`src/hw/rtl/lrt_pkg.sv`:
```
// Shared types, constants and a helper function for the LWMA-3 difficulty retarget block.
// Used by the controller, the datapath and the top level.
package lrt_pkg;

	localparam int CNT_W     = 7;
	localparam int SOLVE_W   = 24;
	localparam int CFG_IDX_W = 3;
	localparam int CFG_DAT_W = 64;
	localparam int WORD_W    = 256;

	localparam int WINDOW_LENGTH_DEF    = 60;
	localparam int MAX_SOLVE_FACTOR_DEF = 6;
	localparam int MIN_SOLVE_FACTOR_DEF = 6;

	// T*N/20 as ((T*N >> 2) * ceil(2^25 / 5)) >> 25, exact while T*N stays below 2^24
	localparam logic [22:0] MINW_RECIP = 23'd6710887;

	localparam logic [16:0]  SPACING_RESET = 17'd120;
	localparam logic [255:0] LIMIT_RESET   = {32'h0, {224{1'b1}}};

	// register indexes on the configuration port
	localparam logic [CFG_IDX_W-1:0] REG_SPACING = 3'd0;
	localparam logic [CFG_IDX_W-1:0] REG_LIMIT0  = 3'd1;
	localparam logic [CFG_IDX_W-1:0] REG_LIMIT1  = 3'd2;
	localparam logic [CFG_IDX_W-1:0] REG_LIMIT2  = 3'd3;
	localparam logic [CFG_IDX_W-1:0] REG_LIMIT3  = 3'd4;
	localparam logic [CFG_IDX_W-1:0] REG_FLOOR   = 3'd5;
	localparam logic [CFG_IDX_W-1:0] REG_GUARD   = 3'd6;

	// result status codes
	localparam logic [1:0] ST_COMPUTED = 2'd0;
	localparam logic [1:0] ST_SHORT    = 2'd1;
	localparam logic [1:0] ST_OVERRUN  = 2'd2;

	typedef enum logic [0:0] {
		DIV_AVG  = 1'b0,
		DIV_NUM  = 1'b1
	} div_sel_t;

	typedef struct packed {
		logic       accept;
		logic       prep;
		logic       set_status;
		logic [1:0] status_code;
		logic       div_start;
		div_sel_t   div_sel;
		logic       load_minw;
		logic       load_avg;
		logic       mul_step;
		logic [3:0] mul_idx;
		logic       load_nt;
		logic       floor_calc;
		logic       clamp;
		logic       load_limit;
		logic       norm_step;
		logic       load_out;
	} cmd_t;

	typedef struct packed {
		logic div_done;
		logic overrun;
		logic short_win;
		logic norm_done;
	} stat_t;

	typedef struct packed {
		logic [255:0] value;
		logic         neg;
		logic         ovf;
	} expand_t;

	// compact form to a 256-bit target; bits shifted past the top are lost
	function automatic expand_t expand_compact(input logic [31:0] bits);
		expand_t    r;
		logic [7:0] size;
		logic [22:0] word;
		logic [7:0] sh;
		size = bits[31:24];
		word = bits[22:0];
		sh = size - 8'd3;
		r.value = '0;
		case (size)
			8'd0: r.value = '0;
			8'd1: r.value = 256'(word >> 16);
			8'd2: r.value = 256'(word >> 8);
			8'd3: r.value = 256'(word);
			default: begin
				if (sh >= 8'd32)
					r.value = '0;
				else
					r.value = 256'(word) << {sh[4:0], 3'b000};
			end
		endcase
		r.neg = (word != 23'd0) && bits[23];
		r.ovf = (word != 23'd0) && ((size > 8'd34) ||
			((word > 23'hff) && (size > 8'd33)) ||
			((word > 23'hffff) && (size > 8'd32)));
		return r;
	endfunction

endpackage

```
`src/hw/rtl/lrt_ctrl.sv`:
```
// Controller: handshakes and the sequence of datapath steps for one result.
// Depends on lrt_pkg.
module lrt_ctrl
	import lrt_pkg::*;
(
	input  logic clk,
	input  logic arst_n,
	input  logic s_tvalid,
	input  logic action,
	input  logic last,
	output logic s_tready,
	output logic m_tvalid,
	input  logic m_tready,
	output cmd_t cmd,
	input  stat_t st
);

	typedef enum logic [10:0] {
		S_IDLE  = 11'b00000000001,
		S_PREP  = 11'b00000000010,
		S_MINW  = 11'b00000000100,
		S_AVG   = 11'b00000001000,
		S_MUL   = 11'b00000010000,
		S_DIVGO = 11'b00000100000,
		S_DIVN  = 11'b00001000000,
		S_FLOOR = 11'b00010000000,
		S_CLAMP = 11'b00100000000,
		S_NORM  = 11'b01000000000,
		S_OUT   = 11'b10000000000
	} state_t;

	state_t     state_q;
	state_t     state_d;
	logic [3:0] mul_q;
	logic       acc;

	assign s_tready = state_q == S_IDLE;
	assign m_tvalid = state_q == S_OUT;
	assign acc      = s_tvalid && s_tready;

	always_comb begin
		state_d     = state_q;
		cmd         = '0;
		cmd.accept  = acc;
		cmd.mul_idx = mul_q;
		case (state_q)
			S_IDLE: begin
				if (acc && action && last)
					state_d = S_PREP;
			end
			S_PREP: begin
				cmd.prep       = 1'b1;
				cmd.set_status = 1'b1;
				if (st.overrun) begin
					cmd.status_code = ST_OVERRUN;
					cmd.load_limit  = 1'b1;
					state_d         = S_NORM;
				end else if (st.short_win) begin
					cmd.status_code = ST_SHORT;
					cmd.load_limit  = 1'b1;
					state_d         = S_NORM;
				end else begin
					cmd.status_code = ST_COMPUTED;
					state_d         = S_MINW;
				end
			end
			S_MINW: begin
				cmd.load_minw = 1'b1;
				cmd.div_start = 1'b1;
				cmd.div_sel   = DIV_AVG;
				state_d       = S_AVG;
			end
			S_AVG: begin
				if (st.div_done) begin
					cmd.load_avg = 1'b1;
					state_d      = S_MUL;
				end
			end
			S_MUL: begin
				cmd.mul_step = 1'b1;
				if (mul_q == 4'd15)
					state_d = S_DIVGO;
			end
			S_DIVGO: begin
				cmd.div_sel   = DIV_NUM;
				cmd.div_start = 1'b1;
				state_d       = S_DIVN;
			end
			S_DIVN: begin
				cmd.div_sel = DIV_NUM;
				if (st.div_done) begin
					cmd.load_nt = 1'b1;
					state_d     = S_FLOOR;
				end
			end
			S_FLOOR: begin
				cmd.floor_calc = 1'b1;
				state_d        = S_CLAMP;
			end
			S_CLAMP: begin
				cmd.clamp = 1'b1;
				state_d   = S_NORM;
			end
			S_NORM: begin
				if (st.norm_done) begin
					cmd.load_out = 1'b1;
					state_d      = S_OUT;
				end else begin
					cmd.norm_step = 1'b1;
				end
			end
			S_OUT: begin
				if (m_tready)
					state_d = S_IDLE;
			end
			default: state_d = S_IDLE;
		endcase
	end

	always_ff @(posedge clk or negedge arst_n) begin
		if (!arst_n) begin
			state_q <= S_IDLE;
			mul_q   <= '0;
		end else begin
			state_q <= state_d;
			if (state_q == S_MUL)
				mul_q <= mul_q + 4'd1;
			else
				mul_q <= '0;
		end
	end

`ifndef SYNTHESIS
	a_onehot: assert property (@(posedge clk) disable iff (!arst_n)
		$onehot(state_q))
		else $error("state register not one-hot");
	a_last_prep: assert property (@(posedge clk) disable iff (!arst_n)
		(acc && action && last) |=> (state_q == S_PREP))
		else $error("last block did not start a result");
	a_done_wait: assert property (@(posedge clk) disable iff (!arst_n)
		st.div_done |-> (state_q == S_AVG || state_q == S_DIVN))
		else $error("divider finished outside a wait state");
`endif

endmodule
```
`config.mk`:
```
export PLATFORM = sky130hd
export DESIGN_NAME = lrt_ctrl
export DESIGN_NICKNAME = d
export VERILOG_FILES = /design/src/hw/rtl/lrt_pkg.sv /design/src/hw/rtl/lrt_ctrl.sv
export SDC_FILE = /design/constraint.sdc
export NUM_CORES = 1
export LEC_CHECK = 0
export BUFFER_PORTS_ARGS = -buffer_cell sky130_fd_sc_hd__buf_2
export CORE_AREA = 2 2 56 53
export CTS_CLUSTER_SIZE = 12
export DETAILED_ROUTE_END_ITERATION = 8
export DIE_AREA = 0 0 58 55
export GPL_ROUTABILITY_DRIVEN = 0
export PLACE_DENSITY = 0.67
export SKIP_LAST_GASP = 1
export SYNTH_ARGS = -nofsm -noshare
export SYNTH_HDL_FRONTEND = slang
export SYNTH_SLANG_ARGS = --single-unit
```
`constraint.sdc`:
```
create_clock -name clk -period 2.13 [get_ports clk]
set_clock_uncertainty 0.1 [all_clocks]
set_input_delay 0.426 -clock clk [delete_from_list [all_inputs] [get_ports clk]]
set_output_delay 0.426 -clock clk [all_outputs]
set_load 0.01 [all_outputs]
```
### After elaboration in Yosys (flattened, before gate mapping)

Cells that the tools add are included.

* $add $sub $neg: 1
* eq/ne operators: 18
* muxes and demuxes: 28
* reduce and logical (&&, ||, !) cells: 6

Operator list (count)
* 11-bit case mux with 11 select lines: 1
* 11-bit two-way mux: 7
* 1-bit two-way mux: 15
* 11-bit by 1-bit == test with 1-bit output, second input constant: 1
* 11-bit by 10-bit == test with 1-bit output, second input constant: 1
* 11-bit == test, second input constant: 1
* 11-bit by 2-bit == test with 1-bit output, second input constant: 1
* 11-bit by 3-bit == test with 1-bit output, second input constant: 1
* 11-bit by 4-bit == test with 1-bit output, second input constant: 1
* 11-bit by 5-bit == test with 1-bit output, second input constant: 1
* 11-bit by 6-bit == test with 1-bit output, second input constant: 1
* 11-bit by 7-bit == test with 1-bit output, second input constant: 1
* 11-bit by 8-bit == test with 1-bit output, second input constant: 1
* 11-bit by 9-bit == test with 1-bit output, second input constant: 1
* 10-bit two-way mux: 1
* 4-bit two-way mux: 2
* 2-bit inequality test, second input constant: 4
* 6-bit AND reduction: 1
* 4-bit by 1-bit adder with 4-bit output, second input constant: 1
* 4-bit == test, second input constant: 1
* 2-bit two-way mux: 2
* 2-bit by 1-bit inequality test with 1-bit output, second input constant: 2
* 2-bit OR reduction: 2
* 1-bit logical AND: 3

* flip-flop bits (word level): 15
* bits of input ports: 10
* output and inout port bits: 22
* word-level logic and storage cells: 55

### Depth between registers and ports, before layout

* word-level depth: 6
* depth in mapped cells: 6
* depth with buffers taken out: 5

### Worst setup path after synthesis

OpenSTA, ideal clock, no wires.

* path kind: reg-to-output
* start: register state_q[5]
* end: output port cmd[15] (netlist name)
* arrival time: 1.709 ns
* data required time: 1.604 ns
* setup slack: -0.105 ns
* cell stages (with the launch flop): 6
* buffers on the path: 1
* path through: dfrtp_1 > buf_2 > or4_4 > nor2_2 > nand4b_1 > nor3b_1

RTL lines
* start, declared: line lrt_ctrl.sv:32 `state_t state_q;`
* start signal, assigned: line lrt_ctrl.sv:125 `state_q <= state_d;`
* end, declared: line lrt_ctrl.sv:14 `output cmd_t cmd,`

==> flow_metrics.env <==
export IMPL_drive_above_1_share_pct=58.05
export IMPL_synth_ff_type="dfrtp_1"
export IMPL_synth_edf_count=0
export IMPL_fp_dieH_um=55
export IMPL_max_freq_ghz=0.4015
export IMPL_regToRegEndpoint="state_q[3]"
export IMPL_io_pins=32
export IMPL_p_int_w=0.0008952
export IMPL_grt_setup_unrepaired="yes"
export IMPL_clk_pin_slew_ns=0.10
export IMPL_htreeDepth=1
export IMPL_hold_viol=0
export IMPL_cts_tree="yes"
export IMPL_fp_coreArea_sq_mm=0.002613
export IMPL_p_seq_share_pct=23.5
export IMPL_worstPathRequired_ns=1.60
export IMPL_tightest_slew_ns=0.4297
export IMPL_timing_final_ws_setup_ns=-0.3609
export IMPL_post_route_period_util_pct=116.9
export IMPL_start_util_pct=38.07
export IMPL_grt_pass1_vias=1002
export IMPL_vdd_drop_max_mv=0.5544
export IMPL_yosysSeqAreaShare_pct=37.86
export IMPL_dieArea_sq_mm=0.003190
export IMPL_cp_max_fo=4
export IMPL_timing_rr_start="state_q[0]"
export IMPL_routed_wl_um=3083
export IMPL_grt_pass1_wl_um=4478
export IMPL_cts_sinks=15
export IMPL_power_w=0.001447
export IMPL_synth_distinct_cells=42
export IMPL_postSynthCellCount=107
export IMPL_clkPwrFrac_pct=11.8
export IMPL_ff2ff_setup_slack_ns=-0.07
export IMPL_critPathLaunchType="flop"
export IMPL_dr_pass1_iters=4
export IMPL_fin_area_sq_mm=0.001637
export IMPL_holdCritStartpoint="st[1]"
export IMPL_cts_buffers=3
export IMPL_post_drt_via_cell_ratio=5.338
export IMPL_dp_hpwl_um=2007
export IMPL_synthTopCellsByArea="dfrtp_1, nor2_1, and3_1, nor4b_1, dfstp_2"
export IMPL_critPathCaptureType="output port"
export IMPL_syn_nets=118
export IMPL_finalCriticalPeriod_ns=2.491
export IMPL_maxCapViolCount=0
export IMPL_synth_area_sq_um=994.7
export IMPL_r2r_cells=8
export IMPL_clockRootBuffer="clkbuf_4"
export IMPL_worst_setup_path_type="flop to output port"
export IMPL_yosys_area_top_type="dfrtp_1"
export IMPL_synth_most_common_cell="nor2_1"
export IMPL_wl_per_cell_um=15.11
export IMPL_ant_nets=0
export IMPL_drt_iter0_drc=15
export IMPL_min_path_cells=2
export IMPL_crit_arrival_ns=1.96
export IMPL_clk_path_buf_depth=2
export IMPL_violations="negative setup slack"
export IMPL_fillers=186
export IMPL_placed_area_sq_mm=0.001299
export IMPL_hp_class="input port to flop"
export IMPL_grt_max_degree=16
export IMPL_synth_async_reset_ratio_pct=100.0
export IMPL_final_net_count=186
export IMPL_port_buffers=31
export IMPL_rows=18
export IMPL_drc=0
export IMPL_syn2layout_area_growth_pct=64.53
export IMPL_grt_overflow=0
export IMPL_outcome="finished with violations"
export IMPL_yosys_top_cells_count="nor2_1, dfrtp_1, and3_1"
export IMPL_p_sw_share_pct=38.15
export IMPL_grt_usage_pct=19.26
export IMPL_setup_viol=23
export IMPL_yosysWarningCount=0
export IMPL_power_leakage_nw=0.8487
export IMPL_antennaDiodeCount=0
export IMPL_power_switching_w=0.0005522
export IMPL_relSlewSlack_pct=70.95
export IMPL_die_width_um=58
export IMPL_synth_top_area_share_pct=35.22
export IMPL_whs_endpoint="state_q[2]"
export IMPL_drv_slew=0
export IMPL_p_comb_share_pct=64.7
export IMPL_power_density_mw_per_mm2=884.4
export IMPL_clock_latency_ns=0.30
export IMPL_num_vias=1089
export IMPL_avgSynthCellArea_sq_um=9.296
export IMPL_antenna_found_initial=0
export IMPL_ys_ff_latch=15
## final cells by class
type                    instances  area [sq um]  area share (%)
multi-input cells              81         658.1           40.21
clock buffers                   4         26.28           1.606
well taps                      30         37.54           2.294
flip-flops and latches         15         376.6           23.01
inverters                       4         15.01          0.9174
repair buffers                 70         523.0           31.96
## kinds of logic (layout without fill, tap and decap cells)
family / after synthesis / after routing / synth area share, %
simple gates: 63 / 63 / 38.87
flops: 15 / 15 / 37.86
compound gates: 12 / 12 / 10.57
buf+inv: 11 / 78 / 7.042
xor+xnor: 5 / 5 / 4.403
fa+ha+maj: 1 / 1 / 1.258
## metrics by stage
step / util (%) / hold slack, ns / cells / setup WS, ns / setup TNS [ns]
floorplan: - / 0.03041 / 107 / -0.002615 / -0.003855
global placement: 49.71 / 0.2446 / 180 / 0.001019 / 0
detailed placement: 49.71 / 0.2543 / 180 / -0.02844 / -0.04187
CTS: 55.60 / 0.1851 / 189 / -0.3556 / -4.095
global route: 62.64 / 0.1952 / 204 / -0.4283 / -6.694
finish: 62.64 / 0.1943 / 204 / -0.3609 / -5.045
## per-layer routing
layer / up-vias / track usage, % / routed length, um
met5: - / 0 / 0
met3: 7 / 3.023 / 77
li1: 521 / - / -
met1: 542 / 23.82 / 1321
met4: 0 / 8.140 / 64
met2: 19 / 33.90 / 1619
## registers in the layout, summed over array words and instances (netlist names)
register,cells
mul_q,4
state_q,11
## repair_timing
item                       in CTS  in global routing
hold endpoints to repair       14                  0
hold buffers                    1                  0
setup buffers                   4                 17
pin swaps                       8                  5
resized for setup              17                 15
setup endpoints to repair      18                 18
## worst max-delay path by stage
stage               start       to  slack, ns  cells after the start
6_report       state_q[7]  cmd[11]      -0.36                      7
5_1_grt        state_q[7]  cmd[16]      -0.43                      6
4_1_cts        state_q[7]  cmd[15]      -0.36                      5
3_5_place_dp   state_q[7]  cmd[15]      -0.03                      5
3_3_place_gp   state_q[7]  cmd[15]      0.001                      5
2_1_floorplan  state_q[4]  cmd[16]     -0.003                      6
## cell usage in the layout (no fill, tap or decap), types with 3 or more instances in the layout
| master | count |
|---|---|
| buf_4 | 32 |
| buf_2 | 23 |
| nor2_1 | 17 |
| dfrtp_1 | 14 |
| buf_6 | 14 |
| and3_1 | 4 |
| nor2_4 | 3 |
| and3_4 | 3 |
| xnor2_1 | 3 |
| nand3_1 | 3 |
| clkbuf_4 | 3 |
## power groups by stage
| stage | Combinational [W] | Clock [W] | Sequential (W) |
|---|---|---|---|
| final | 0.000937 | 0.000171 | 0.000340 |
| after global placement | 0.000630 | 0 | 0.000341 |
| after floorplan | 0.000421 | 0 | 0.000351 |
| after global routing | 0.00100 | 0.000187 | 0.000345 |
| after CTS | 0.000739 | 0.000176 | 0.000337 |
| after detailed placement | 0.000639 | 0 | 0.000343 |
## critical path, cell delays in order (launching register included)
cell	delay (ns)
dfrtp_1	0.39
or4_4	0.57
nor2_4	0.12
buf_4	0.12
buf_6	0.09
buf_4	0.09
and3_4	0.18
buf_6	0.10
Power figures use the tool's default switching activity.
